$ cat src/hdl/gmg_pkg.sv
`timescale 1ns / 1ps
// ----------------------------------------------------------------------------
// gmg_pkg
// Shared types, widths and helpers of the grid mesh generator.
// ----------------------------------------------------------------------------
package gmg_pkg;

  localparam int GMG_DIM_W      = 24;  // extents and positions
  localparam int GMG_SIDE_W     = 11;  // row and column counts
  localparam int GMG_RC_W       = 10;  // row and column of a request
  localparam int GMG_IDX_W      = 20;  // vertex index
  localparam int GMG_UV_W       = 17;  // texture coordinate
  localparam int GMG_UV_SHIFT   = 16;  // 1.0 in texture units
  localparam int GMG_DVS_W      = 10;  // divisor, count minus one
  localparam int GMG_QUO_W      = 24;  // quotient bits
  localparam int GMG_DIVD_W     = GMG_QUO_W + GMG_DVS_W;
  localparam int GMG_DIV_BITS   = 2;   // quotient bits resolved per stage
  localparam int GMG_DIV_STAGES = GMG_QUO_W / GMG_DIV_BITS;

  localparam logic [GMG_SIDE_W-1:0] GMG_MAX_SIDE = 11'd1024;
  localparam logic [GMG_SIDE_W-1:0] GMG_MIN_SIDE = 11'd2;

  typedef enum logic {
    GMG_OP_VERTEX = 1'b0,
    GMG_OP_QUAD   = 1'b1
  } gmg_op_e;

  typedef enum logic [1:0] {
    GMG_REG_WIDTH = 2'd0,
    GMG_REG_DEPTH = 2'd1,
    GMG_REG_ROWS  = 2'd2,
    GMG_REG_COLS  = 2'd3
  } gmg_reg_e;

  // Control and index data that travels beside the divider lanes.
  typedef struct packed {
    logic                 valid;
    gmg_op_e              op;
    logic                 oor;
    logic [GMG_IDX_W-1:0] top;
    logic [GMG_IDX_W-1:0] bot;
  } gmg_sb_t;

  function automatic logic [GMG_SIDE_W-1:0] clamp_side(input logic [GMG_SIDE_W-1:0] v);
    logic [GMG_SIDE_W-1:0] r;
    if (v < GMG_MIN_SIDE) begin
      r = GMG_MIN_SIDE;
    end else if (v > GMG_MAX_SIDE) begin
      r = GMG_MAX_SIDE;
    end else begin
      r = v;
    end
    return r;
  endfunction

endpackage

$ cat src/hdl/gmg_front.sv
`timescale 1ns / 1ps
// ----------------------------------------------------------------------------
// gmg_front
// Request register with range check, then the product stage that forms the
// dividends and the vertex indices of a quad.
// ----------------------------------------------------------------------------
module gmg_front import gmg_pkg::*; (
  input  logic                  clk_i,
  input  logic                  rst_ni,
  input  logic                  en_i,
  input  logic                  start_i,
  input  logic                  op_i,
  input  logic [GMG_RC_W-1:0]   row_i,
  input  logic [GMG_RC_W-1:0]   col_i,
  input  logic [GMG_DIM_W-1:0]  width_i,
  input  logic [GMG_DIM_W-1:0]  depth_i,
  input  logic [GMG_SIDE_W-1:0] rows_i,
  input  logic [GMG_SIDE_W-1:0] cols_i,
  output gmg_sb_t               sb_o,
  output logic [GMG_DIVD_W-1:0] divd_x_o,
  output logic [GMG_DIVD_W-1:0] divd_z_o,
  output logic [GMG_DIVD_W-1:0] divd_u_o,
  output logic [GMG_DIVD_W-1:0] divd_v_o
);

  logic                valid_a_q;
  gmg_op_e             op_a_q;
  logic                oor_a_q;
  logic [GMG_RC_W-1:0] row_a_q, col_a_q;
  logic                oor_a_d;

  gmg_sb_t               sb_q, sb_d;
  logic [GMG_DIVD_W-1:0] divd_x_q, divd_z_q, divd_u_q, divd_v_q;
  logic [GMG_DIVD_W-1:0] divd_x_d, divd_z_d, divd_u_d, divd_v_d;
  logic [GMG_SIDE_W+GMG_RC_W-1:0] top_full, bot_full;

  always_comb begin
    if (gmg_op_e'(op_i) == GMG_OP_QUAD) begin
      // A quad needs a further row and column beyond its own.
      oor_a_d = ({1'b0, row_i} >= (rows_i - 11'd1)) || ({1'b0, col_i} >= (cols_i - 11'd1));
    end else begin
      oor_a_d = ({1'b0, row_i} >= rows_i) || ({1'b0, col_i} >= cols_i);
    end
  end

  always_ff @(posedge clk_i or negedge rst_ni) begin
    if (!rst_ni) begin
      valid_a_q <= 1'b0;
    end else if (en_i) begin
      valid_a_q <= start_i;
    end
  end

  always_ff @(posedge clk_i) begin
    if (en_i) begin
      op_a_q  <= gmg_op_e'(op_i);
      oor_a_q <= oor_a_d;
      row_a_q <= row_i;
      col_a_q <= col_i;
    end
  end

  always_comb begin
    top_full = (GMG_SIDE_W+GMG_RC_W)'(row_a_q) * (GMG_SIDE_W+GMG_RC_W)'(cols_i)
             + (GMG_SIDE_W+GMG_RC_W)'(col_a_q);
    bot_full = (GMG_SIDE_W+GMG_RC_W)'({1'b0, row_a_q} + 11'd1)
             * (GMG_SIDE_W+GMG_RC_W)'(cols_i)
             + (GMG_SIDE_W+GMG_RC_W)'(col_a_q);
    sb_d.valid = valid_a_q;
    sb_d.op    = op_a_q;
    sb_d.oor   = oor_a_q;
    sb_d.top   = top_full[GMG_IDX_W-1:0];
    sb_d.bot   = bot_full[GMG_IDX_W-1:0];
    divd_x_d   = GMG_DIVD_W'(col_a_q) * GMG_DIVD_W'(width_i);
    divd_z_d   = GMG_DIVD_W'(row_a_q) * GMG_DIVD_W'(depth_i);
    divd_u_d   = GMG_DIVD_W'({col_a_q, {GMG_UV_SHIFT{1'b0}}});
    divd_v_d   = GMG_DIVD_W'({row_a_q, {GMG_UV_SHIFT{1'b0}}});
  end

  always_ff @(posedge clk_i or negedge rst_ni) begin
    if (!rst_ni) begin
      sb_q <= '0;
    end else if (en_i) begin
      sb_q <= sb_d;
    end
  end

  always_ff @(posedge clk_i) begin
    if (en_i) begin
      divd_x_q <= divd_x_d;
      divd_z_q <= divd_z_d;
      divd_u_q <= divd_u_d;
      divd_v_q <= divd_v_d;
    end
  end

  assign sb_o     = sb_q;
  assign divd_x_o = divd_x_q;
  assign divd_z_o = divd_z_q;
  assign divd_u_o = divd_u_q;
  assign divd_v_o = divd_v_q;

endmodule

$ cat config.mk
export PLATFORM = sky130hd
export DESIGN_NAME = gmg_front
export DESIGN_NICKNAME = d
export VERILOG_FILES = /design/src/hdl/gmg_pkg.sv /design/src/hdl/gmg_front.sv
export SDC_FILE = /design/constraint.sdc
export NUM_CORES = 2
export LEC_CHECK = 0
export BUFFER_PORTS_ARGS = -buffer_cell sky130_fd_sc_hd__buf_2
export CAP_MARGIN = 10
export CORE_UTILIZATION = 45
export CTS_CLUSTER_SIZE = 14
export DETAILED_ROUTE_END_ITERATION = 7
export PLACE_DENSITY = 0.6
export SETUP_SLACK_MARGIN = 0.05
export SLEW_MARGIN = 20
export SYNTH_ARGS = -nofsm -noshare
export SYNTH_HDL_FRONTEND = slang
export SYNTH_SLANG_ARGS = --single-unit
$ cat constraint.sdc
create_clock -name clk_i -period 7.4 [get_ports clk_i]
set_input_delay 0.74 -clock clk_i [delete_from_list [all_inputs] [get_ports clk_i]]
set_output_delay 0.74 -clock clk_i [all_outputs]
set_load 0.02 [all_outputs]
* After elaboration in Yosys (flattened, before gate mapping)
Cells that the tools add are included.
Storage, ports and cells: flip-flop bits (word level) 154, bits of input ports 95, word-level logic and storage cells 30
Cells by class: add/subtract/negate cells 5, multiply operators 4, magnitude comparators 4, multiplexer cells 1, reductions and logical operators 2
Operators by type and width (count):
- multiplier 10 x 24 -> 34 bit | 2
- >= comparator 10 x 11 -> 1 bit | 4
- adder 20 x 10 -> 20 bit | 2
- subtractor 11 x 1 -> 11 bit, second input constant | 2
- multiplier 10 x 11 -> 20 bit | 1
- multiplier 11 x 11 -> 20 bit | 1
- adder 10 x 1 -> 11 bit, second input constant | 1
- logical OR 1 bit | 2
- two-way mux 1 bit | 1

* Depth between registers and ports, before layout
word-level depth 4, depth in mapped cells 25, mapped depth without buffers 24

* Worst setup path after synthesis
Ideal clock, no wire load.
path type register -> register, start point register row_a_q[4], end point register sb_q, in the netlist sb_o[19], library setup time 0.140 ns, data arrival time 6.024 ns, setup slack 1.237 ns, cell stages (with the launch flop) 26, path through edfxtp_1 > clkbuf_1 > and3_1 > and3_1 > nand3_1 > xnor2_1 > clkbuf_1 > nand2_1 > fa_1 > fa_1 > fa_1 > inv_1 > fa_1 > inv_1 > fa_1 > inv_1 > ha_1 > nor2b_1 > o21ai_1 > a21oi_1 > o41ai_2 > o21ai_1 > or4_1 > a31oi_1 > xnor2_1 > a21oi_1
On the way: word-level cells in the longest chain between the ends 3
RTL lines:
- start: declaration | line gmg_front.sv:29 | logic [GMG_RC_W-1:0] row_a_q, col_a_q;
- start signal: assignment | line gmg_front.sv:58 | row_a_q <= row_i;
- adder 10 x 1 -> 11 bit | line gmg_front.sv:66 | bot_full = (GMG_SIDE_W+GMG_RC_W)'({1'b0, row_a_q} + 11'd1)
- multiplier 11 x 11 -> 20 bit | line gmg_front.sv:67 | * (GMG_SIDE_W+GMG_RC_W)'(cols_i)
- adder 20 x 10 -> 20 bit | line gmg_front.sv:68 | + (GMG_SIDE_W+GMG_RC_W)'(col_a_q);
- end signal: assignment | line gmg_front.sv:82 | sb_q <= '0;
- end signal: assignment | line gmg_front.sv:84 | sb_q <= sb_d;
- end: declaration | line gmg_front.sv:32 | gmg_sb_t sb_q, sb_d;
Every way passes these cells. A chain may end at the register's enable or synchronous reset.

* Worst setup path in the final report
start point register row_a_q[7], end point register divd_z_q[31] (netlist: divd_z_o[31]) (data pin)
On the way: word-level cells in the longest chain between the ends 1
RTL lines:
- multiplier 10 x 24 -> 34 bit | line gmg_front.sv:75 | divd_z_d = GMG_DIVD_W'(row_a_q) * GMG_DIVD_W'(depth_i);
- via divd_z_d[31] | line gmg_front.sv:34 | logic [GMG_DIVD_W-1:0] divd_x_d, divd_z_d, divd_u_d, divd_v_d;
- end signal: assignment | line gmg_front.sv:91 | divd_z_q <= divd_z_d;
- end: declaration | line gmg_front.sv:33 | logic [GMG_DIVD_W-1:0] divd_x_q, divd_z_q, divd_u_q, divd_v_q;
The timed path passes the listed nets, and every way through them passes these cells.

==> results.py <==
metrics = {
    "logic_synthesis": {
        "count_of_warnings_emitted_by_yosys": 0,
        "syn_avg_cell_area_um2": 9.45,
        "synth.ff_latch_count": 154,
        "synth.cell_area_um2": 29400,
        "synth_edf_count": 110,
        "synth-main-ff-cell": "sky130_fd_sc_hd__edfxtp_1",
        "synth_cells": 3112,
        "yosysSeqAreaShare": 0.150,
        "yosysUniqueCellTypes": 71,
        "synth-async-reset-ratio": 0.286,
    },
    "pwr": {
        "power_density_nw_per_um2": 502,
        "power_leakage_nw": 16.3,
        "worst_ir_drop_vdd_mv": 0.365,
    },
    "sta": {
        "max-slew-margin-rel": 0.266,
        "report.final.slew_viol_count": 0,
        "rsz_0062_raised_after_global_routing": "no",
        "final_period_minus_worst_setup_slack_ns": 6.67,
        "final.setup.worst_slack_ns": 0.729,
        "report.final.hold_viol_count": 0,
        "setup_tns_ns": 0,
        "worst_clock_skew_ns": 0.0107,
        "worst_slew_pin_slew_ns": 1.10,
        "achievable-frequency_mhz": 150,
        "setup-violations-final": 0,
        "finalCritPeriodShare": 0.902,
    },
    "placed_design": {
        "dp_hpwl_um": 57500,
        "post-place-cells": 4086,
        "dpl-instance-area_um2": 31200,
        "buffer_ports.inserted": 225,
        "placement.setup.worst_slack_ns": 0.755,
        "gp_congestion": 0.920,
    },
    "finish": {
        "layout.cells.most_common_list": "sky130_fd_sc_hd__inv_1 (602), sky130_fd_sc_hd__fa_1 (516), sky130_fd_sc_hd__nand2_1 (411)",
        "area.growth.synth_to_final_pct": 8.08,
        "final_layout_size_suffix_gt1_frac": 0.107,
        "postLayoutCellArea_um2": 31800,
        "layout_commonest_cell": "sky130_fd_sc_hd__inv_1",
        "design.final.nets": 4151,
        "instances_no_fill": 4120,
    },
    "floorplanning": {
        "io-pin-count": 274,
        "initial_core_utilization": 0.456,
        "floorplan.core_area_um2": 64500,
        "floorplan.rows": 93,
        "die_height_um": 258,
        "floorplan.die_area_um2": 66400,
        "overall_die_width_um": 258,
    },
    "setup_path": {
        "critPathLaunchType": "flip-flop",
        "critPathMaxFanout": 30,
        "timing.setup.critical_path_class": "flip-flop to flip-flop",
        "data_arrival_critical_path_ns": 6.93,
        "crit_required_ns": 7.65,
        "critPathCaptureType": "flip-flop",
    },
    "route": {
        "wl_um": 72200,
        "viasPerCell": 5.13,
        "drt_pre_antenna_iters": 6,
        "first_iter_violations": 1305,
        "num_vias": 21100,
        "antenna_left": 0,
        "drc_errors": 0,
        "routed_wire_length_per_instance_um": 17.5,
    },
    "global_routing": {
        "grt_pass1_wl_um": 119000,
        "grtUsageTotal": 0.228,
        "grt_overflow": 0,
        "largest_net_degree_at_the_start_of_global_routing": 95,
        "grt_pass1_vias": 22700,
        "grt_antenna_before_repair": 2,
    },
    "cts": {
        "path_clk_slew_ns": 0.07,
        "cts_tree": "done",
        "cts_hold_buf": 0,
        "cts_root_buffer": "sky130_fd_sc_hd__clkbuf_16",
        "postCtsSetupBuffers": 0,
        "cts.sinks": 154,
        "insertion_delay_ns": 0.50,
        "clock_path_buffers": 2,
        "cts_buffers": 17,
        "htree_levels": 4,
        "cts_repair_resize_count": 0,
    },
    "worst_hold_path": {
        "min_path_type": "primary input to asynchronous set/reset pin",
    },
    "job": {
        "max_cap_viol_count": 0,
    },
    "outcome": {
        "status": "finished, final reports clean",
    },
}
-- sequential cells by signal, summed over array words and instances, names as in the netlist --
register and cells:
divd_v_o 10, row_a_q 10, divd_z_o 34, divd_u_o 10
op_a_q 1, divd_x_o 34, sb_o 43, valid_a_q 1
oor_a_q 1, col_a_q 10
-- cells by family (layout without fill, tap and decap cells) --
group	count (synthesis)	in the layout	share of synthesized area
and+or+nand+nor	930	930	0.156
adders and majority gates	806	806	0.475
buffers and inverters	797	901	0.108
AOI/OAI and AO/OA	261	261	0.0595
DFF	154	154	0.150
xor gates and xnor gates	121	121	0.0360
muxes	42	42	0.0159
other	1	50	0.000128
-- synthesized netlist by cell type, drive strengths merged, types with 6 or more instances --
library cell / count / share of area
a211oi: 11 / 0.0028
a21o: 44 / 0.011
a21oi: 79 / 0.014
a31oi: 9 / 0.0026
and2: 324 / 0.069
and3: 13 / 0.0028
buf: 60 / 0.014
clkbuf: 135 / 0.017
dfrtp: 44 / 0.037
edfxtp: 110 / 0.11
fa: 516 / 0.35
ha: 290 / 0.12
inv: 602 / 0.077
mux2: 37 / 0.014
nand2: 411 / 0.052
nand2b: 13 / 0.0028
nand3: 27 / 0.0046
nand4: 10 / 0.0021
nor2: 70 / 0.0089
nor2b: 14 / 0.0030
nor3: 23 / 0.0041
o211ai: 6 / 0.0015
o21a: 18 / 0.0046
o21ai: 45 / 0.0078
o21bai: 14 / 0.0036
xnor2: 88 / 0.026
xor2: 33 / 0.0098
-- power breakdown --
| group | total (mW) | leakage [nW] | internal [mW] | switching (mW) |
|---|---|---|---|---|
| clock | 0.915 | 0.291 | 0.486 | 0.429 |
| sequential | 1.86 | 1.59 | 1.72 | 0.145 |
| combinational | 13.2 | 14.4 | 5.67 | 7.51 |
-- through the flow --
stage / power [mW] / util / hold WS [ns]
2_1_floorplan: 12.0 / - / 0.424
3_3_place_gp: 14.8 / 0.484 / 0.465
3_5_place_dp: 15.0 / 0.484 / 0.466
4_1_cts: 16.1 / 0.493 / 0.343
5_1_grt: 17.8 / 0.493 / 0.387
6_report: 16.0 / 0.493 / 0.338
-- routing by layer --
metal | GRT usage | vias up | part of all wire
met5 | 0 | - | 0.00015
met1 | 0.299 | 10700 | 0.43
met3 | 0.0467 | 84 | 0.062
met4 | 0.0636 | 2 | 0.020
li1 | - | 9730 | -
met2 | 0.384 | 558 | 0.49
-- worst max-delay path, cell delays in order (launching register included) --
cell and delay, ns:
sky130_fd_sc_hd__edfxtp_1 1.08, sky130_fd_sc_hd__nand2_1 0.20, sky130_fd_sc_hd__fa_1 0.53, sky130_fd_sc_hd__fa_1 0.50, sky130_fd_sc_hd__inv_1 0.05, sky130_fd_sc_hd__fa_1 0.38, sky130_fd_sc_hd__fa_1 0.51, sky130_fd_sc_hd__inv_1 0.05
sky130_fd_sc_hd__fa_1 0.47, sky130_fd_sc_hd__inv_1 0.04, sky130_fd_sc_hd__ha_1 0.33, sky130_fd_sc_hd__a21o_1 0.21, sky130_fd_sc_hd__or3_1 0.30, sky130_fd_sc_hd__a21oi_1 0.21, sky130_fd_sc_hd__o31ai_1 0.14, sky130_fd_sc_hd__buf_4 0.18
sky130_fd_sc_hd__a32oi_1 0.37, sky130_fd_sc_hd__o21ai_1 0.18, sky130_fd_sc_hd__or3b_1 0.41, sky130_fd_sc_hd__a31oi_1 0.20, sky130_fd_sc_hd__xnor2_1 0.08
-- worst paths after layout --
kind	start	endpoint	slack, ns	cells after the start
max	row_a_q[7]	divd_z_o[31]	0.73	20
min	rst_ni	sb_o[40]	0.34	2
max reg2reg	row_a_q[7]	divd_z_o[31]	0.73	20
min reg2reg	op_a_q	sb_o[41]	0.49	1
max in group asynchronous	rst_ni	sb_o[6]	6.58	2
min in group clk_i	row_i[5]	row_a_q[5]	0.46	1
-- layout make-up --
type | instances | area (µm²)
antenna | 2 | 5.00
clock buffer | 20 | 489
multi-input combinational | 2208 | 22000
timing repair buffer | 267 | 1450
clock inverter | 12 | 100
tap | 855 | 1070
sequential | 154 | 4400
fill | 6094 | 32700
inverter | 602 | 2260
(Power assumes the default switching activity.)
