<file path="src/hdl/gmg_pkg.sv">
`timescale 1ns / 1ps
// ----------------------------------------------------------------------------
// gmg_pkg
// Shared types, widths and helpers of the grid mesh generator.
// ----------------------------------------------------------------------------
package gmg_pkg;

  localparam int GMG_DIM_W      = 24;  // extents and positions
  localparam int GMG_SIDE_W     = 11;  // row and column counts
  localparam int GMG_RC_W       = 10;  // row and column of a request
  localparam int GMG_IDX_W      = 20;  // vertex index
  localparam int GMG_UV_W       = 17;  // texture coordinate
  localparam int GMG_UV_SHIFT   = 16;  // 1.0 in texture units
  localparam int GMG_DVS_W      = 10;  // divisor, count minus one
  localparam int GMG_QUO_W      = 24;  // quotient bits
  localparam int GMG_DIVD_W     = GMG_QUO_W + GMG_DVS_W;
  localparam int GMG_DIV_BITS   = 2;   // quotient bits resolved per stage
  localparam int GMG_DIV_STAGES = GMG_QUO_W / GMG_DIV_BITS;

  localparam logic [GMG_SIDE_W-1:0] GMG_MAX_SIDE = 11'd1024;
  localparam logic [GMG_SIDE_W-1:0] GMG_MIN_SIDE = 11'd2;

  typedef enum logic {
    GMG_OP_VERTEX = 1'b0,
    GMG_OP_QUAD   = 1'b1
  } gmg_op_e;

  typedef enum logic [1:0] {
    GMG_REG_WIDTH = 2'd0,
    GMG_REG_DEPTH = 2'd1,
    GMG_REG_ROWS  = 2'd2,
    GMG_REG_COLS  = 2'd3
  } gmg_reg_e;

  // Control and index data that travels beside the divider lanes.
  typedef struct packed {
    logic                 valid;
    gmg_op_e              op;
    logic                 oor;
    logic [GMG_IDX_W-1:0] top;
    logic [GMG_IDX_W-1:0] bot;
  } gmg_sb_t;

  function automatic logic [GMG_SIDE_W-1:0] clamp_side(input logic [GMG_SIDE_W-1:0] v);
    logic [GMG_SIDE_W-1:0] r;
    if (v < GMG_MIN_SIDE) begin
      r = GMG_MIN_SIDE;
    end else if (v > GMG_MAX_SIDE) begin
      r = GMG_MAX_SIDE;
    end else begin
      r = v;
    end
    return r;
  endfunction

endpackage

</file>
<file path="src/hdl/gmg_div_pipe.sv">
`timescale 1ns / 1ps
// ----------------------------------------------------------------------------
// gmg_div_pipe
// Pipelined restoring divider, two quotient bits per stage. The quotient
// is known to fit its width, so the upper dividend bits seed the remainder.
// ----------------------------------------------------------------------------
module gmg_div_pipe import gmg_pkg::*; (
  input  logic                  clk_i,
  input  logic                  en_i,
  input  logic [GMG_DIVD_W-1:0] dividend_i,
  input  logic [GMG_DVS_W-1:0]  divisor_i,
  output logic [GMG_QUO_W-1:0]  quotient_o
);

  logic [GMG_DVS_W-1:0] rem_q [GMG_DIV_STAGES];
  logic [GMG_QUO_W-1:0] low_q [GMG_DIV_STAGES];
  logic [GMG_QUO_W-1:0] quo_q [GMG_DIV_STAGES];
  logic [GMG_DVS_W-1:0] rem_d [GMG_DIV_STAGES];
  logic [GMG_QUO_W-1:0] low_d [GMG_DIV_STAGES];
  logic [GMG_QUO_W-1:0] quo_d [GMG_DIV_STAGES];

  always_comb begin
    logic [GMG_DVS_W-1:0] rem;
    logic [GMG_QUO_W-1:0] low;
    logic [GMG_QUO_W-1:0] quo;
    logic [GMG_DVS_W:0]   trial;
    for (int s = 0; s < GMG_DIV_STAGES; s++) begin
      if (s == 0) begin
        rem = dividend_i[GMG_DIVD_W-1:GMG_QUO_W];
        low = dividend_i[GMG_QUO_W-1:0];
        quo = '0;
      end else begin
        rem = rem_q[s-1];
        low = low_q[s-1];
        quo = quo_q[s-1];
      end
      for (int b = 0; b < GMG_DIV_BITS; b++) begin
        trial = {rem, low[GMG_QUO_W-1]};
        low   = {low[GMG_QUO_W-2:0], 1'b0};
        if (trial >= {1'b0, divisor_i}) begin
          trial = trial - {1'b0, divisor_i};
          quo   = {quo[GMG_QUO_W-2:0], 1'b1};
        end else begin
          quo   = {quo[GMG_QUO_W-2:0], 1'b0};
        end
        rem = trial[GMG_DVS_W-1:0];
      end
      rem_d[s] = rem;
      low_d[s] = low;
      quo_d[s] = quo;
    end
  end

  always_ff @(posedge clk_i) begin
    if (en_i) begin
      for (int s = 0; s < GMG_DIV_STAGES; s++) begin
        rem_q[s] <= rem_d[s];
        low_q[s] <= low_d[s];
        quo_q[s] <= quo_d[s];
      end
    end
  end

  assign quotient_o = quo_q[GMG_DIV_STAGES-1];

endmodule

</file>
<file path="config.mk">
export PLATFORM = sky130hd
export DESIGN_NAME = gmg_div_pipe
export DESIGN_NICKNAME = d
export VERILOG_FILES = /design/src/hdl/gmg_pkg.sv /design/src/hdl/gmg_div_pipe.sv
export SDC_FILE = /design/constraint.sdc
export NUM_CORES = 1
export LEC_CHECK = 0
export BUFFER_PORTS_ARGS = -buffer_cell sky130_fd_sc_hd__buf_2
export CAP_MARGIN = 40
export CORE_MARGIN = 2
export CORE_UTILIZATION = 50
export DETAILED_ROUTE_END_ITERATION = 16
export PLACE_DENSITY = 0.7
export SYNTH_ARGS = -nofsm -noshare
export SYNTH_HDL_FRONTEND = slang
export SYNTH_SLANG_ARGS = --single-unit
</file>
<file path="constraint.sdc">
create_clock -name clk_i -period 5.7 [get_ports clk_i]
set_input_delay 0.285 -clock clk_i [delete_from_list [all_inputs] [get_ports clk_i]]
set_output_delay 0.285 -clock clk_i [all_outputs]
set_load 0.01 [all_outputs]
</file>
# == Yosys cells after proc, flatten, opt, wreduce, memory -nomap -nowiden ==
# Memories as Yosys holds them, arrays and structs flattened.
# Index checks and enable logic that the tools add are counted.
# totals
regBits,0
latchBits,0
ramBits,672
romBits,0
output_inout_bits,24
word_cells,101
mem_count,3
# mem_list
memory,depth,width,rd,rd_ports_with_merged_regs,write_ports,line_no,source
quo_q,12,24,12,0,12,gmg_div_pipe.sv:17,logic [GMG_QUO_W-1:0] quo_q [GMG_DIV_STAGES];
low_q,12,22,11,0,12,gmg_div_pipe.sv:16,logic [GMG_QUO_W-1:0] low_q [GMG_DIV_STAGES];
rem_q,12,10,11,0,12,gmg_div_pipe.sv:15,logic [GMG_DVS_W-1:0] rem_q [GMG_DIV_STAGES];
# classes
addsub,24
n_mul,0
div,0
magnitude_cmp,24
n_eq_ne,0
n_shift,0
n_mux,50
bitwise_logic,0
reduce_logical,0
# ops
operator,n
>= comparator 11 x 10 -> 1 bit,24
2-to-1 mux 10 bit,24
subtractor 10 bit,24
2-to-1 mux 1 bit,26

# == Depth between registers and ports, before layout ==
# Gate-level depths: netlist of run 1.
# An unclocked memory read counts as a cell.
# depth
depth_word,5
depth_mapped,21
mapped_depth_nobuf,19

# == Worst setup path after synthesis of run 1 ==
# OpenSTA, ideal clock, no wires.
# synth_path
kind,in2reg
from,input divisor_i[1]
to,"memory rem_q[2][2], data pin"
setup_ns,0.260
arrival_ns,5.497
path_slack_ns,-0.057
cell_stages,21
path_cell_list,inv_1 -> ha_1 -> nor2b_1 -> o31a_1 -> o31a_1 -> o31a_1 -> a311o_1 -> a21boi_1 -> buf_4 -> mux2_2 -> inv_1 -> ha_1 -> nor2b_1 -> o21ai_0 -> a21boi_0 -> nor3_1 -> o31ai_1 -> a21o_1 -> a211oi_1 -> buf_2 -> mux2_2
# synth_lines
item,line_no,source
start: declaration,gmg_div_pipe.sv:11,"input logic [GMG_DVS_W-1:0] divisor_i,"
end: declaration,gmg_div_pipe.sv:15,

==> metrics.md, run 1 <==
| Metric | Value |
|---|---|
| Outcome | `complete, no violations` |
| Initial antenna violation count | `1` |
| Mapped Area | `24200 sq um` |
| Clock sinks | `398` |
| Synth Net Count | `2287` |
| Nets | `2465` |
| Largest cells by area after synthesis | `edfxtp_1 (49%), ha_1 (12%), mux2_2 (7.4%)` |
| Core Box Area | `47700 sq um` |
| Critical path origin | `rem_q[1][0]$_DFFE_PP_` |
| Row count | `80` |
| Final TNS setup | `0 ps` |
| Fillers | `3855` |
| Initial DRT Pass Iterations | `5` |
| Synthesized area per cell | `12.2 sq um` |
| H-Tree Level Count | `2` |
| Setup crit start kind | `flip-flop` |
| Reg-to-reg critical path startpoint | `rem_q[1][0]$_DFFE_PP_` |
| Crit path capture type | `flip-flop` |
| Sequential area share after synthesis | `49.4%` |
| Largest net degree at the start of global routing | `162` |
| DP Area | `25700 sq um` |
| Async S/R FF share, synth | `0%` |
| Wire length per cell | `18.2 um` |
| Buffers & Inverters on Critical Path | `2` |
| Max Cap Viol | `0` |
| Reg clk slew, reported paths | `60 ps` |
| Worst Hold Launch | `dividend_i[22]` |
| # IOs | `70` |
| Synth area leader | `edfxtp_1` |
| Fraction of layout cells with a size suffix above 1 | `17.7%` |
| Fin crit share | `91.3%` |
| Fin. Hold Viols | `0` |
| Most common cell after layout, fill and taps aside | `edfxtp_1` |
| Fin. max-slew vios | `0` |
| Final instance area | `27500 sq um` |
| CTS root buf | `clkbuf_16` |
| # resized after CTS | `0` |
| HPWL after DPL | `36500 um` |
| CP Max Fanout | `11` |
| Global-route wire length before repair | `82000 um` |
| # diodes | `0` |
| Largest delay share family, worst path | `compound AO/OA/AOI/OAI gates` |
| Setup violators final | `0` |
| IO Port Bufs | `69` |
| Area Overhead vs Synth | `13.5%` |
| Leading register cell type out of synthesis | `edfxtp_1` |
| Slew HR | `28.7%` |
| Worst-path cell chain | `ha_1 -> nor2b_1 -> o31a_1 -> o31a_1 -> o31a_1 -> a311o_1 -> a21boi_1 -> buf_12 -> mux2_2 -> ha_1 -> a21o_1 -> a21o_1 -> a21oi_1 -> o31ai_1 -> a21o_1 -> a211oi_1 -> buf_4 -> mux2_2` |
| Top-area cell type share of the netlist area | `49.4%` |
| Post-CTS setup buffers | `0` |
| Final RePlAce weighted congestion | `0.876` |
| Clk_lat worst skew | `580 ps` |
| Arrival time at the worst endpoint | `5520 ps` |
| Die W | `224 um` |
| Commonest non-fill, non-tap cells in the layout | `edfxtp_1 (398), ha_1 (240), mux2_2 (158), nor2_1 (133), a21oi_1 (114)` |
| Routed wire length | `51200 um` |
| Synth warnings | `0` |
| Distinct cells, synth | `64` |
| Final critical-path required period | `5210 ps` |
| Critical path type | `reg -> reg` |
| Cts hold-fix bufs | `22` |
| Clock skew | `22.5 ps` |
| Vias in the first global route | `15900` |
| Final Util | `57.5%` |
| ANT nets after route | `0` |
| CP Data Required Time | `6020 ps` |
| Cts bufs inserted | `44` |
| Worst hold path type | `in -> reg` |
| FF+latch count, synth | `398` |
| Aggregate global routing overflow | `0` |
| Starting Density | `50.7%` |
| Via density | `5.69` |
| FMAX | `192 MHz` |
| Die area | `50200 sq um` |
| EDFF count, synth | `398` |
| CTS tree | `built` |
| Die Ht | `224 um` |
| Via count | `16000` |
| GRT Util Overall | `20.5%` |
| Iter 0 DRT Violations | `1039` |
| Clock Path Buffers | `3` |
| RSZ-0062 raised after global routing | `no` |
| Worst Max-Slew Pin Slew | `1070 ps` |
| CP max stage delay | `450 ps` |
| CP max-delay cell | `edfxtp_1` |
| DRC | `0` |
| Syn Inst Count | `1978` |
-- routing by layer --
| metal | GRT usage (%) | part of all wire, % |
|---|---|---|
| met1 | 27.2 | 46 |
| met2 | 34.4 | 47 |
| met3 | 3.75 | 4.8 |
| met4 | 6.37 | 2.6 |
| met5 | 0 | 0.025 |
-- area by class of cell --
cell class | count | area (sq um) | area share (%)
clock inverters | 32 | 369 | 1.34
inverters | 105 | 398 | 1.45
repair buffers | 153 | 1080 | 3.93
well taps | 615 | 769 | 2.80
clock buffers | 48 | 1140 | 4.14
multi-input cells | 1454 | 11800 | 42.8
flip-flops and latches | 398 | 12000 | 43.5
-- per-stage QoR --
stage                     worst slack (ps)  std cells  hold slack (ps)
after floorplan                        159       1978              384
after global placement                 406       2703              400
after detailed placement               336       2703              405
after CTS                              512       2805             79.4
after global routing                   159       2805              147
final                                  493       2805              120
-- cell usage after synthesis (32+ instances only) --
library cell	count
nor2b_1	51
nor3_1	44
xnor2_1	109
xor2_1	35
ha_1	240
a21o_1	55
inv_1	105
nand4_1	32
edfxtp_1	398
a21oi_1	114
o21a_1	34
mux2_2	158
nor2_1	133
o21ai_0	105
nand2_1	70
-- state kept, by name (all words and copies together), names as in the netlist --
signal and flops:
rem_q 110, low_q 132, quo_q 156
-- cell families (layout without fill, tap and decap cells) --
kind of cell / after synthesis / in the layout / synth area share, %
AO/OA/AOI/OAI: 436 / 436 / 11.7
AND/OR/NAND/NOR: 419 / 419 / 8.52
flip-flops: 398 / 398 / 49.4
adder cells (fa/ha/maj): 263 / 263 / 14.3
multiplexers: 192 / 192 / 8.77
XOR/XNOR: 144 / 144 / 5.21
buffers and inverters: 126 / 338 / 2.07
-- final timing paths --
check                           end  slack (ps)  cells past startpoint
max           rem_q[2][4]$_DFFE_PP_         490                     18
min           rem_q[0][0]$_DFFE_PP_         120                      3
max reg2reg   rem_q[2][4]$_DFFE_PP_         490                     18
min reg2reg  low_q[1][17]$_DFFE_PP_         410                      0
-- worst reg2reg max path: cells and delay by family (launching register included) --
| family | cells | cell delay, ps |
|---|---|---|
| AND/OR/NAND/NOR | 1 | 140 |
| buffers and inverters | 2 | 430 |
| adder cells (fa/ha/maj) | 2 | 690 |
| flip-flops | 1 | 450 |
| AO/OA/AOI/OAI | 11 | 2540 |
| multiplexers | 2 | 720 |
Power of run 1 is not shown: default switching activity piles up to over one toggle a cycle in this logic, so the estimate is an artifact.
==> run 2: changes to the inputs <==
Settings changed: PLACE_DENSITY 0.7 to 0.67.
Clock period 5.7 ns to 6.1 ns, I/O delays scaled along.
==> metrics.md, run 2 (synthesized netlist as in run 1, its figures left out) <==
| Metric | Value |
|---|---|
| Outcome | `complete, no violations` |
| Largest net degree at the start of global routing | `187` |
| ANT nets after route | `0` |
| Reg clk slew, reported paths | `60 ps` |
| DRC | `0` |
| R2r setup slk | `850 ps` |
| Reg with most FFs | `quo_q` |
| Fraction of layout cells with a size suffix above 1 | `17.4%` |
| RSZ-0062 raised after global routing | `no` |
| Initial DRT Pass Iterations | `5` |
| Via count | `16000` |
| Final RePlAce weighted congestion | `0.874` |
| Cts bufs inserted | `44` |
| Nets | `2462` |
| # IOs | `70` |
| Clock Path Buffers | `3` |
| Row count | `80` |
| Clock sinks | `398` |
| WHS | `157 ps` |
| Final critical-path required period | `5250 ps` |
| Wire length per cell | `18.3 um` |
| Aggregate global routing overflow | `0` |
| CTS root buf | `clkbuf_16` |
| Routed wire length | `51400 um` |
| Worst Max-Slew Pin Slew | `1050 ps` |
| Fin. max-slew vios | `0` |
| Slew HR | `30.2%` |
| Post-CTS setup buffers | `0` |
| Setup violators final | `0` |
| Iter 0 DRT Violations | `1071` |
| Global-route wire length before repair | `83400 um` |
| Most common cell after layout, fill and taps aside | `edfxtp_1` |
| Fin. Hold Viols | `0` |
| Die area | `50200 sq um` |
| Area Overhead vs Synth | `13.5%` |
| Most used cell, CP | `o31a_1` |
| Worst-path cell chain | `ha_1 -> nor2b_1 -> o31a_1 -> o31a_1 -> o31a_1 -> a311o_1 -> a21boi_1 -> buf_4 -> mux2_2 -> ha_1 -> o21ai_0 -> a21boi_0 -> nor3_1 -> o31ai_1 -> a21o_1 -> a211oi_1 -> buf_4 -> mux2_1` |
| Commonest non-fill, non-tap cells in the layout | `edfxtp_1 (398), ha_1 (240), mux2_2 (158), nor2_1 (133), a21oi_1 (114)` |
| CP max stage delay | `460 ps` |
| Starting Density | `50.7%` |
| HPWL after DPL | `36800 um` |
| CP Data Required Time | `6420 ps` |
| Clock skew | `19.0 ps` |
| Core Box Area | `47700 sq um` |
| Biggest regs | `quo_q: 156 flops, low_q: 132 flops, rem_q: 110 flops` |
| Clk_lat worst skew | `580 ps` |
| H-Tree Level Count | `2` |
| Die Ht | `224 um` |
| FMAX | `190 MHz` |
| IO Port Bufs | `69` |
| Crit path capture type | `flip-flop` |
| CTS tree | `built` |
| Fin crit share | `86.1%` |
| Setup crit start kind | `flip-flop` |
| # diodes | `0` |
| Worst hold path type | `in -> reg` |
| Critical path type | `reg -> reg` |
| Die W | `224 um` |
| GRT Util Overall | `20.8%` |
| Vias in the first global route | `16100` |
| Arrival time at the worst endpoint | `5570 ps` |
| CP max-delay cell | `edfxtp_1` |
| Max FFs per register | `156` |
| CP Max Fanout | `11` |
| Initial antenna violation count | `0` |
| Fillers | `3889` |
| Via density | `5.71` |
| Max Cap Viol | `0` |
| Final TNS setup | `0 ps` |
## run 2: cell types whose count changed in the layout (fill, tap and decap cells not counted), sizes merged
| cell | previous run | this run |
|---|---|---|
| inv | 107 | 108 |
| clkbuf | 48 | 52 |
| clkinv | 20 | 10 |
| buf | 131 | 128 |
| clkinvlp | 3 | 10 |
## run 2: final cells by class
type / count / area, sq um / share of cell area [%]
clock inverters: 30 / 360 / 1.31
inverters: 105 / 394 / 1.43
repair buffers: 150 / 1100 / 3.99
flip-flops and latches: 398 / 12000 / 43.5
multi-input cells: 1454 / 11800 / 42.8
clock buffers: 52 / 1150 / 4.19
well taps: 615 / 769 / 2.80
## run 2: worst paths after layout
| check | to | depth (start not counted) | start |
|---|---|---|---|
| worst min register to register | low_q[6][13]$_DFFE_PP_ | 0 | low_q[5][11]$_DFFE_PP_ |
| worst max register to register | rem_q[2][6]$_DFFE_PP_ | 18 | rem_q[1][0]$_DFFE_PP_ |
| worst max-delay path | rem_q[2][6]$_DFFE_PP_ | 18 | rem_q[1][0]$_DFFE_PP_ |
| worst min-delay path | rem_q[0][0]$_DFFE_PP_ | 3 | dividend_i[22] |
## run 2: critical path: cells and delay by family (launching register included)
family                   cells  cell delay [ps]
AO/OA/AOI/OAI               10             2510
adder cells (fa/ha/maj)      2              670
buffers and inverters        2              430
flip-flops                   1              460
multiplexers                 2              700
AND/OR/NAND/NOR              2              230
## run 2: metal layers
metal  routed length, um  part of all wire [%]  GRT usage (%)
met5                   0                     0              0
met4                1650                   3.2           7.85
met3                1760                   3.4           2.96
met2               24300                    47           34.8
met1               23700                    46           27.6
## run 2: through the flow
step | std cells | instance area, sq um | utilization (%) | setup WS [ps]
6_report | 2804 | 27500 | 57.5 | 848
5_1_grt | 2804 | 27500 | 57.5 | 474
4_1_cts | 2804 | 27500 | 57.5 | 854
3_5_place_dp | 2700 | 25700 | 53.9 | 393
2_1_floorplan | 1978 | 24200 | - | 323
3_3_place_gp | 2698 | 25700 | 53.8 | 521
## run 2: what timing repair did
action / in CTS / in global routing
hold buffers: 22 / 0
endpoints found under the hold margin: 22 / 0
resized for setup: 0 / 0
Power of run 2 is left out for the same reason.
