**config.mk**
```make
export PLATFORM = sky130hd
export DESIGN_NAME = gmg_out
export DESIGN_NICKNAME = d
export VERILOG_FILES = /design/src/hdl/gmg_pkg.sv /design/src/hdl/gmg_out.sv
export SDC_FILE = /design/constraint.sdc
export NUM_CORES = 1
export LEC_CHECK = 0
export BUFFER_PORTS_ARGS = -buffer_cell sky130_fd_sc_hd__buf_2
export CAP_MARGIN = 0
export CORE_MARGIN = 2
export CORE_UTILIZATION = 50
export DETAILED_ROUTE_END_ITERATION = 8
export PLACE_DENSITY = 0.79
export RECOVER_POWER = 50
export SLEW_MARGIN = 30
export SYNTH_ARGS = -nofsm -noshare
export SYNTH_HDL_FRONTEND = slang
export SYNTH_SLANG_ARGS = --single-unit
```
**constraint.sdc**
```tcl
create_clock -name clk_i -period 6.3 [get_ports clk_i]
set_input_delay 1.89 -clock clk_i [delete_from_list [all_inputs] [get_ports clk_i]]
set_output_delay 1.89 -clock clk_i [all_outputs]
set_load 0.02 [all_outputs]
```
**src/hdl/gmg_pkg.sv**
```systemverilog
`timescale 1ns / 1ps
// ----------------------------------------------------------------------------
// gmg_pkg
// Shared types, widths and helpers of the grid mesh generator.
// ----------------------------------------------------------------------------
package gmg_pkg;

  localparam int GMG_DIM_W      = 24;  // extents and positions
  localparam int GMG_SIDE_W     = 11;  // row and column counts
  localparam int GMG_RC_W       = 10;  // row and column of a request
  localparam int GMG_IDX_W      = 20;  // vertex index
  localparam int GMG_UV_W       = 17;  // texture coordinate
  localparam int GMG_UV_SHIFT   = 16;  // 1.0 in texture units
  localparam int GMG_DVS_W      = 10;  // divisor, count minus one
  localparam int GMG_QUO_W      = 24;  // quotient bits
  localparam int GMG_DIVD_W     = GMG_QUO_W + GMG_DVS_W;
  localparam int GMG_DIV_BITS   = 2;   // quotient bits resolved per stage
  localparam int GMG_DIV_STAGES = GMG_QUO_W / GMG_DIV_BITS;

  localparam logic [GMG_SIDE_W-1:0] GMG_MAX_SIDE = 11'd1024;
  localparam logic [GMG_SIDE_W-1:0] GMG_MIN_SIDE = 11'd2;

  typedef enum logic {
    GMG_OP_VERTEX = 1'b0,
    GMG_OP_QUAD   = 1'b1
  } gmg_op_e;

  typedef enum logic [1:0] {
    GMG_REG_WIDTH = 2'd0,
    GMG_REG_DEPTH = 2'd1,
    GMG_REG_ROWS  = 2'd2,
    GMG_REG_COLS  = 2'd3
  } gmg_reg_e;

  // Control and index data that travels beside the divider lanes.
  typedef struct packed {
    logic                 valid;
    gmg_op_e              op;
    logic                 oor;
    logic [GMG_IDX_W-1:0] top;
    logic [GMG_IDX_W-1:0] bot;
  } gmg_sb_t;

  function automatic logic [GMG_SIDE_W-1:0] clamp_side(input logic [GMG_SIDE_W-1:0] v);
    logic [GMG_SIDE_W-1:0] r;
    if (v < GMG_MIN_SIDE) begin
      r = GMG_MIN_SIDE;
    end else if (v > GMG_MAX_SIDE) begin
      r = GMG_MAX_SIDE;
    end else begin
      r = v;
    end
    return r;
  endfunction

endpackage

```
**src/hdl/gmg_out.sv**
```systemverilog
`timescale 1ns / 1ps
// ----------------------------------------------------------------------------
// gmg_out
// Result formation and output register. A quad leaves its second triangle
// in a holding register and stalls the pipeline while that triangle goes out.
// ----------------------------------------------------------------------------
module gmg_out import gmg_pkg::*; (
  input  logic                        clk_i,
  input  logic                        rst_ni,
  input  gmg_sb_t                     sb_i,
  input  logic [GMG_QUO_W-1:0]        quo_x_i,
  input  logic [GMG_QUO_W-1:0]        quo_z_i,
  input  logic [GMG_QUO_W-1:0]        quo_u_i,
  input  logic [GMG_QUO_W-1:0]        quo_v_i,
  input  logic [GMG_DIM_W-1:0]        width_i,
  input  logic [GMG_DIM_W-1:0]        depth_i,
  output logic                        busy_o,
  output logic                        done_o,
  output logic signed [GMG_DIM_W-1:0] pos_x_o,
  output logic signed [GMG_DIM_W-1:0] pos_z_o,
  output logic [GMG_UV_W-1:0]         tex_u_o,
  output logic [GMG_UV_W-1:0]         tex_v_o,
  output logic [GMG_IDX_W-1:0]        corner_a_o,
  output logic [GMG_IDX_W-1:0]        corner_b_o,
  output logic [GMG_IDX_W-1:0]        corner_c_o,
  output logic                        out_of_range_o,
  output logic                        last_o
);

  logic pending_q, pending_d;
  logic done_q, done_d;
  logic fire;

  logic [GMG_IDX_W-1:0] pend_a_q, pend_b_q, pend_c_q;
  logic [GMG_DIM_W-1:0] pos_x_q, pos_z_q, pos_x_d, pos_z_d;
  logic [GMG_UV_W-1:0]  tex_u_q, tex_v_q, tex_u_d, tex_v_d;
  logic [GMG_IDX_W-1:0] ca_q, cb_q, cc_q, ca_d, cb_d, cc_d;
  logic                 oor_q, last_q, oor_d, last_d;

  assign fire      = sb_i.valid && !pending_q;
  assign done_d    = fire || pending_q;
  assign pending_d = fire && (sb_i.op == GMG_OP_QUAD) && !sb_i.oor;

  always_comb begin
    pos_x_d = '0;
    pos_z_d = '0;
    tex_u_d = '0;
    tex_v_d = '0;
    ca_d    = '0;
    cb_d    = '0;
    cc_d    = '0;
    oor_d   = 1'b0;
    last_d  = 1'b1;
    priority if (pending_q) begin
      ca_d = pend_a_q;
      cb_d = pend_b_q;
      cc_d = pend_c_q;
    end else if (sb_i.oor) begin
      oor_d = 1'b1;
    end else if (sb_i.op == GMG_OP_QUAD) begin
      ca_d   = sb_i.top;
      cb_d   = sb_i.top + 20'd1;
      cc_d   = sb_i.bot;
      last_d = 1'b0;
    end else begin
      // Positions wrap in 24 bits; the grid is centred by half the extent.
      pos_x_d = quo_x_i - {1'b0, width_i[GMG_DIM_W-1:1]};
      pos_z_d = {1'b0, depth_i[GMG_DIM_W-1:1]} - quo_z_i;
      tex_u_d = quo_u_i[GMG_UV_W-1:0];
      tex_v_d = quo_v_i[GMG_UV_W-1:0];
    end
  end

  always_ff @(posedge clk_i or negedge rst_ni) begin
    if (!rst_ni) begin
      pending_q <= 1'b0;
      done_q    <= 1'b0;
    end else begin
      pending_q <= pending_d;
      done_q    <= done_d;
    end
  end

  always_ff @(posedge clk_i) begin
    if (fire) begin
      pend_a_q <= sb_i.bot;
      pend_b_q <= sb_i.top + 20'd1;
      pend_c_q <= sb_i.bot + 20'd1;
    end
    if (done_d) begin
      pos_x_q <= pos_x_d;
      pos_z_q <= pos_z_d;
      tex_u_q <= tex_u_d;
      tex_v_q <= tex_v_d;
      ca_q    <= ca_d;
      cb_q    <= cb_d;
      cc_q    <= cc_d;
      oor_q   <= oor_d;
      last_q  <= last_d;
    end
  end

  assign busy_o         = pending_q;
  assign done_o         = done_q;
  assign pos_x_o        = signed'(pos_x_q);
  assign pos_z_o        = signed'(pos_z_q);
  assign tex_u_o        = tex_u_q;
  assign tex_v_o        = tex_v_q;
  assign corner_a_o     = ca_q;
  assign corner_b_o     = cb_q;
  assign corner_c_o     = cc_q;
  assign out_of_range_o = oor_q;
  assign last_o         = last_q;

  // While the second triangle waits, the first one is on the outputs.
  a_pending_first: assert property (@(posedge clk_i) disable iff (!rst_ni)
    pending_q |-> (done_q && !last_q && !oor_q))
    else $error("second triangle pending without first triangle shown");

  a_first_then_second: assert property (@(posedge clk_i) disable iff (!rst_ni)
    (done_q && !last_q) |=> (done_q && last_q && !oor_q))
    else $error("first triangle not followed by second triangle");

  a_stall_one_cycle: assert property (@(posedge clk_i) disable iff (!rst_ni)
    pending_q |=> !pending_q)
    else $error("pipeline stalled for more than one cycle");

  a_range_word: assert property (@(posedge clk_i) disable iff (!rst_ni)
    (done_q && oor_q) |-> (last_q && ca_q == '0 && pos_x_q == '0 && tex_u_q == '0))
    else $error("range error word carries data");

endmodule

```
-- Yosys cells after proc, flatten, opt, wreduce, memory -nomap -nowiden
Cells that the tools add are included.
- bits in registers: 206
- input bits: 189
- output and inout port bits: 146
- logic and storage cells: 37
- add/subtract/negate cells: 4
- muxes and demuxes: 11
- reductions and logical operators: 8
- operator list (kind ; count):
    $mux W20 ; 9
    $add A20 B1 Y20 const B ; 2
    $sub A23 B24 Y24 ; 1
    $sub A24 B23 Y24 ; 1
    $logic_and A1 B1 Y1 ; 3
    $reduce_or A3 Y1 ; 1
    $logic_not A1 Y1 ; 2
    $mux W1 ; 2
    $reduce_or A2 Y1 ; 1
    $logic_or A1 B1 Y1 ; 1

-- Logic depth before layout (Yosys ltp)
Gate-level depths: netlist of run 1.
- depth in word-level cells: 4
- depth in mapped cells: 10
- depth with buffers taken out: 10

-- Least setup slack after synthesis of run 1
OpenSTA, ideal clock, no wires.
- kind: input to register
- start: input sb_i[42] (netlist bit)
- end: register pend_a_q[0] (enable)
- library setup time: 0.484 ns
- arrival time: 4.534 ns
- required time: 5.816 ns
- setup slack: 1.282 ns
- stages: 1
- path buffers: 0
- cells stage by stage: nor2b_1
- longest elaborated chain between the ends: 1
- ends and longest elaborated chain (what ; line ; source):
    from (decl) ; gmg_out.sv:10 ; input gmg_sb_t sb_i,
    $logic_and A1 B1 Y1 ; gmg_out.sv:40 ; assign fire = sb_i.valid && !pending_q;
    to (signal assigned) ; gmg_out.sv:86 ; pend_a_q <= sb_i.bot;
    to (decl) ; gmg_out.sv:34 ; logic [GMG_IDX_W-1:0] pend_a_q, pend_b_q, pend_c_q;
No other way between the ends.
A chain may end at the register's enable or synchronous reset.

-- Final worst setup path of run 1
- start: input sb_i[42] (netlist bit)
- end: register pend_a_q[7] (enable)
- longest elaborated chain between the ends: 1
- ends and longest elaborated chain (what ; line ; source):
    $logic_and A1 B1 Y1 ; gmg_out.sv:40 ;
    via fire ; gmg_out.sv:32 ; logic fire;
The timed path passes the listed nets, and every way through them passes these cells.

==> metrics.yaml, run 1 <==
outcome:
  run_status: "finished, violations left"
  violations: "max-capacitance violations, max-slew violations"
detailed_routing:
  vias_per_cell: 5.37
  via_count: 7834
  drtIter0Drc: 554
  detail-route-antenna-nets: 0
  wl_per_cell_um: 17.7
  routed_wl_um: 25900
  drtPass1Iterations: 5
  drc: 0
yosys:
  synth_cell_types: 48
  ys_seq_area_frac: 0.598
  synth_nets: 1087
  async_flop_share: 0.00971
  ys.flop_type: "edfxtp_1"
  ys_seq_elements: 206
  avgSynthCellArea_um2: 12.2
  syn_area_mm2: 0.0103
  syn-instance-count: 848
  synth_edf_count: 204
  yosysWarningCount: 0
cells_and_area:
  layout-drive-gt1-share: 0.286
  area_growth_pct: 25.3
  finalNonFillerCells: 1460
  nFillCells: 1597
  final_cell_mix: "293 x buf_2, 204 x edfxtp_1, 58 x nor2_1, 57 x inv_1, 56 x a22o_1"
  layout.nets: 1407
  final_area_mm2: 0.0129
  fin_util: 0.639
  layout_commonest_cell: "buf_2"
floorplan:
  io_pins: 335
  die_area_mm2: 0.0218
  die_h_um: 148
  core_mm2: 0.0202
  start_util: 0.510
  die_x_um: 148
  rows: 52
timing:
  slew_viol_final: 159
  finalCritPeriodShare: 0.751
  hold_viol_final: 0
  skew_ns: 0.0109
  setup_viol: 0
  rsz0062_at_grt: "false"
  worstMarginPinSlew_ns: 2.16
  fin_crit_ns: 4.73
  max_freq_ghz: 0.211
  holdWs_ns: 0.547
  setup_slack_ns: 1.57
  setup_tns_ns: 0
  slew_headroom: -0.439
clock_tree:
  cts_setup_buffers: 0
  ctsResizeCount: 0
  cts_buffers: 23
  cts_tree: "built"
  clock_sinks: 206
  hold_buffers: 0
  clock_tree.buffer_depth: 3
  clkTransAtPathRegs_ns: 0.06
  clock_latency_ns: 0.50
  cts_root_buf: "clkbuf_16"
  htreeDepth: 1
critical_path:
  crit_start: "sb_i[42]"
  cp_max_fo: 23
  crit_end: "pend_a_q[7]$_DFFE_PP_"
  start_kind: "input port"
  r2r-start: "busy_o$_DFF_PN0_"
  critPathKind: "input port to register"
  ff2ff_setup_slack_ns: 2.36
  ff2ff_path_depth: 4
  cp.arrival_ns: 4.93
  cp-end-kind: "register"
  rr_endpoint: "pend_a_q[7]$_DFFE_PP_"
  worstPathRequired_ns: 6.49
pwr:
  pwr_density_cell_mw_per_mm2: 279
  finalPower_mw: 3.61
  ir_worst_vdd_uv: 172
  p_leak_nw: 5.63
global_route:
  grt-ovfl-total: 0
  grt_usage: 0.233
  grt_pass1_wl_um: 40300
  grt_pass1_vias: 7543
  grt_max_degree: 81
  antenna_found_initial: 5
job:
  maxCapViolCount: 5
placed_design:
  dp_hpwl_um: 19100
  io_buffers: 318
  place_congestion: 0.878
  post-place-cells: 1412
  pre_cts_ws_ns: 1.99
  placed_area_mm2: 0.0122
worst_hold_path:
  min_from: "pend_b_q[0]$_DFFE_PP_"
  hp-class: "register to register"
area by class of cell:
type / instances / area, µm² / share of cell area
sequential: 206 / 6180 / 0.478
multi-input combinational: 554 / 3810 / 0.295
timing repair buffer: 326 / 1630 / 0.126
clock buffer: 29 / 618 / 0.0478
tap: 270 / 338 / 0.0261
inverter: 57 / 214 / 0.0165
clock inverter: 13 / 128 / 0.00987
antenna: 5 / 12.5 / 0.000967
sequential cells by signal, summed over array words and instances (netlist names):
register        flops
busy_o              1
corner_a_o         20
corner_b_o         20
corner_c_o         20
done_o              1
last_o              1
out_of_range_o      1
pend_a_q           20
pend_b_q           20
pend_c_q           20
pos_x_o            24
pos_z_o            24
tex_u_o            17
tex_v_o            17
power by group:
group	switching, mW	internal, mW
clock network	0.539	0.780
logic	0.397	0.232
registers	0.0284	1.63
logic make-up after synthesis:
kind of cell | Yosys count | share of synthesized area
compound gates | 196 | 0.132
xor+xnor | 71 | 0.0603
fa+ha+maj | 50 | 0.0621
buf+inv | 88 | 0.0320
flops | 206 | 0.598
mux | 2 | 0.00194
simple gates | 235 | 0.113
worst max-delay path, stage by stage:
cell	delay, ns
clkbuf_1	0.17
nor2b_1	1.38
clkbuf_1	1.03
buf_4	0.43
routing by layer:
metal	track usage	wire length (µm)
met3	0.0361	1990
met2	0.377	12300
met4	0.0817	811
met5	0	0
met1	0.324	10800
worst min path at each step:
stage	to	depth (start not counted)	slack, ns
finish	corner_b_o[0]$_DFFE_PP_	2	0.55
global route	corner_a_o[2]$_DFFE_PP_	1	0.56
CTS	corner_b_o[0]$_DFFE_PP_	2	0.54
detailed placement	corner_b_o[0]$_DFFE_PP_	2	0.53
global placement	corner_c_o[0]$_DFFE_PP_	2	0.51
floorplan	corner_a_o[0]$_DFFE_PP_	2	0.50
cell usage after synthesis, drive strengths merged, types with 2 or more instances:
cell       n  area share
edfxtp   204        0.59
nor2      59       0.022
inv       57       0.021
a22o      56       0.048
a21oi     55       0.027
ha        48       0.058
xnor2     45       0.038
nand2     44       0.016
and2      42       0.025
nand3     30       0.015
clkbuf    28       0.010
o21ai     28       0.014
xor2      26       0.022
a21o      20       0.015
nor3      14      0.0068
and3      13      0.0079
nand2b     9      0.0055
nand4      9      0.0055
nor2b      8      0.0048
o211ai     6      0.0044
o2111ai    5      0.0042
a31oi      4      0.0024
o21a       4      0.0029
buf        3      0.0011
a221o      2      0.0019
a311oi     2      0.0017
a41oi      2      0.0017
and4       2      0.0017
dfrtp      2      0.0048
fa         2      0.0039
mux2i      2      0.0019
o21bai     2      0.0015
o31ai      2      0.0015
or2        2      0.0012
or3        2      0.0012
No activity file was read; power rests on OpenSTA's default activity.
==> inputs of run 2 (changes only) <==
--- a/config.mk
+++ b/config.mk
@@ -5,12 +5,13 @@
 export SDC_FILE = /design/constraint.sdc
 export NUM_CORES = 1
 export LEC_CHECK = 0
+export ABC_AREA = 1
 export BUFFER_PORTS_ARGS = -buffer_cell sky130_fd_sc_hd__buf_2
 export CAP_MARGIN = 0
 export CORE_MARGIN = 2
 export CORE_UTILIZATION = 50
 export DETAILED_ROUTE_END_ITERATION = 8
-export PLACE_DENSITY = 0.79
+export PLACE_DENSITY = 0.77
 export RECOVER_POWER = 50
 export SLEW_MARGIN = 30
 export SYNTH_ARGS = -nofsm -noshare
==> constraint.sdc (replaced) <==
create_clock -name clk_i -period 4.56 [get_ports clk_i]
set_input_delay 1.368 -clock clk_i [delete_from_list [all_inputs] [get_ports clk_i]]
set_output_delay 1.368 -clock clk_i [all_outputs]
set_load 0.02 [all_outputs]
==> metrics.yaml, run 2 <==
detailed_routing:
  detail-route-antenna-nets: 0  # unchanged
  top_layer: "met5"  # was met4
  dr_wl_met2_um: 15000  # was 12,300 µm
  route.met3.wl_um: 2360  # was 1990 µm
  drtIter0Drc: 716  # was 554
  routed_wl_um: 31700  # was 25,900 µm
  vias_per_cell: 4.88  # was 5.37
  drc: 0  # unchanged
  wl_per_cell_um: 15.1  # was 17.7 µm
  drtPass1Iterations: 5  # unchanged
  via_count: 10300  # was 7,834
  wl_met1_um: 13300  # was 10,800 µm
yosys:
  yosysWarningCount: 0  # unchanged
  async_flop_share: 0.00971  # unchanged
  ys_seq_area_frac: 0.515  # was 0.598
  syn-instance-count: 1433  # was 848
  synth_commonest_cells: "439 x nand2_1, 295 x inv_1, 204 x edfxtp_1"  # was 204 x edfxtp_1, 58 x nor2_1, 57 x inv_1
  synth.area.top_cells: "edfxtp_1 51%, nand2_1 14%, inv_1 9.2%"  # was edfxtp_1 59%, ha_1 5.8%, a22o_1 4.8%
  synth_edf_count: 204  # unchanged
  synth_cell_types: 34  # was 48
  ys_seq_elements: 206  # unchanged
  avgSynthCellArea_um2: 8.38  # was 12.2 µm²
  ys.flop_type: "edfxtp_1"  # unchanged
  synth_most_common_cell: "nand2_1"  # was edfxtp_1
  synth_nets: 1672  # was 1,087
  synth_top_area_share: 0.510  # was 0.594
  netlist.top_cell.by_area: "edfxtp_1"  # unchanged
  syn_area_mm2: 0.0120  # was 0.0103 mm²
cells_and_area:
  final_area_mm2: 0.0144  # was 0.0129 mm²
  insertedDiodeCount: 0  # was 5
  final_cell_mix: "439 x nand2_1, 299 x inv_1, 204 x edfxtp_1, 199 x buf_2, 164 x nor2_1"  # was 293 x buf_2, 204 x edfxtp_1, 58 x nor2_1, 57 x inv_1, 56 x a22o_1
  layout_commonest_cell: "nand2_1"  # was buf_2
  layout.nets: 2002  # was 1,407
  finalNonFillerCells: 2099  # was 1,460
  area_growth_pct: 20.4  # was 25.3%
  layout-drive-gt1-share: 0.151  # was 0.286
timing:
  hold_viol_final: 0  # unchanged
  rsz0062_at_grt: "false"  # unchanged
  setup_slack_ns: 1.04  # was 1.57 ns
  slew_headroom: -0.238  # was -0.439
  setup_viol: 0  # unchanged
  worstMarginPinSlew_ns: 1.86  # was 2.16 ns
  fin_crit_ns: 3.52
  max_freq_ghz: 0.284
  holdWs_ns: 0.511  # was 0.547 ns
  slew_viol_final: 101  # was 159
  finalCritPeriodShare: 0.772
  skew_ns: 0.0222  # was 0.0109 ns
  setup_tns_ns: 0  # unchanged
pwr:
  ir_worst_vdd_uv: 282  # was 172 µV
  pwr_density_cell_mw_per_mm2: 360  # was 279 mW/mm²
  p_leak_nw: 7.20  # was 5.63 nW
critical_path:
  cp_max_fo: 28  # was 23
  worstPathRequired_ns: 4.89  # was 6.49 ns
  crit_start: "sb_i[40]"  # was sb_i[42]
  slowest_delay_ns: 0.76  # was 1.38 ns
  r2r-start: "busy_o$_DFF_PN0_"  # unchanged
  cp-end-kind: "register"  # unchanged
  crit_slowest_cell: "nor2_1"  # was nor2b_1
  critPathKind: "input port to register"  # unchanged
  cp.arrival_ns: 3.86  # was 4.93 ns
  start_kind: "input port"  # unchanged
  crit_chain: "clkbuf_1 -> nor2_1 -> inv_6 -> nor2_1 -> inv_1 -> buf_12 -> o21ai_0"  # was clkbuf_1 -> nor2b_1 -> clkbuf_1 -> buf_4
  cpMostUsedCell: "nor2_1"  # was clkbuf_1
floorplan:
  die_area_mm2: 0.0253  # was 0.0218 mm²
  die_h_um: 159  # was 148 µm
  core_mm2: 0.0235  # was 0.0202 mm²
  io_pins: 335  # unchanged
  rows: 56  # was 52
  die_x_um: 159  # was 148 µm
  start_util: 0.510  # about the same
outcome:
  run_status: "finished, violations left"  # unchanged
  violations: "max-capacitance violations, max-slew violations"  # unchanged
global_route:
  grt-ovfl-total: 0  # unchanged
  grt_pass1_wl_um: 50200  # was 40,300 µm
  antenna_found_initial: 1  # was 5
  grt_max_degree: 65  # was 81
  grt_usage: 0.247  # was 0.233
  grt_pass1_vias: 9776  # was 7,543
clock_tree:
  clkTransAtPathRegs_ns: 0.06  # about the same
  clock_tree.buffer_depth: 3  # unchanged
  ctsResizeCount: 0  # unchanged
  htreeDepth: 1  # unchanged
  cts_tree: "built"  # unchanged
  cts_buffers: 24  # was 23
  cts_root_buf: "clkbuf_16"  # unchanged
  hold_buffers: 0  # unchanged
  clock_latency_ns: 0.52  # was 0.50 ns
  cts_setup_buffers: 0  # unchanged
  clock_sinks: 206  # unchanged
placed_design:
  placed_area_mm2: 0.0139  # was 0.0122 mm²
  post-place-cells: 2056  # was 1,412
  dp_hpwl_um: 23800  # was 19,100 µm
  place_congestion: 0.916  # was 0.878
  pre_cts_ws_ns: 1.17  # was 1.99 ns
  io_buffers: 318  # unchanged
job:
  maxCapViolCount: 2  # was 5
worst_hold_path:
  min_from: "pend_b_q[11]$_DFFE_PP_"  # was pend_b_q[0]$_DFFE_PP_
  hp-class: "register to register"  # unchanged
==> run 2: cell count changes after synthesis, sizes merged, moves of 39 or more <==
cell / previous run / this run
nand2: 44 / 440
inv: 57 / 302
xnor2: 45 / 1
nor2: 59 / 164
and2: 42 / 3
a22o: 56 / 1
==> run 2: path summary, 6_finish.rpt <==
path | to | cells past startpoint | slack (ns)
max | corner_c_o[2]$_DFFE_PP_ | 7 | 1.04
min | corner_b_o[11]$_DFFE_PP_ | 2 | 0.51
max reg2reg | corner_a_o[0]$_DFFE_PP_ | 3 | 1.27
min reg2reg | corner_b_o[11]$_DFFE_PP_ | 2 | 0.51
max in group asynchronous | busy_o$_DFF_PN0_ | 1 | 3.75
min in group asynchronous | done_o$_DFF_PN0_ | 1 | 0.65
==> run 2: power breakdown <==
part | internal, mW | total, mW | switching (mW) | leakage (nW)
logic | 0.297 | 0.981 | 0.684 | 4.71
clock network | 1.14 | 1.90 | 0.757 | 0.376
registers | 2.27 | 2.32 | 0.0467 | 2.11
==> run 2: final cells by class <==
type,instances,area (µm²)
clock inverter,12,150
fill,2115,9100
inverter,302,1140
tap,319,399
multi-input combinational,904,4440
sequential,206,6180
timing repair buffer,325,1520
clock buffer,31,627
==> run 2: worst max-delay path, delay by kind of cell <==
kind                   cells  cell delay, ns
AO/OA/AOI/OAI              1            0.20
buffers and inverters      4            0.97
AND/OR/NAND/NOR            2            1.30
==> run 2: stage by stage <==
step / power (mW) / util
floorplan: 3.00 / -
global route: 5.42 / 0.614
CTS: 5.26 / 0.625
detailed placement: 3.36 / 0.592
global placement: 3.35 / 0.592
finish: 5.20 / 0.614
==> run 2: cell families (layout without fill, tap and decap cells) <==
kind of cell               after synthesis  in the layout  synth area share
DFF                                    206            206             0.515
adders and majority gates               50             50            0.0534
buffers and inverters                  323            670             0.107
and+or+nand+nor                        713            713             0.246
AOI/OAI and AO/OA                      116            116            0.0613
xor gates and xnor gates                25             25            0.0182
==> run 2: layer usage <==
| layer | vias to the layer above | track usage |
|---|---|---|
| met5 | - | 0 |
| met4 | 2 | 0.0777 |
| met3 | 61 | 0.0469 |
| met2 | 358 | 0.422 |
| met1 | 4627 | 0.319 |
| li1 | 5204 | - |
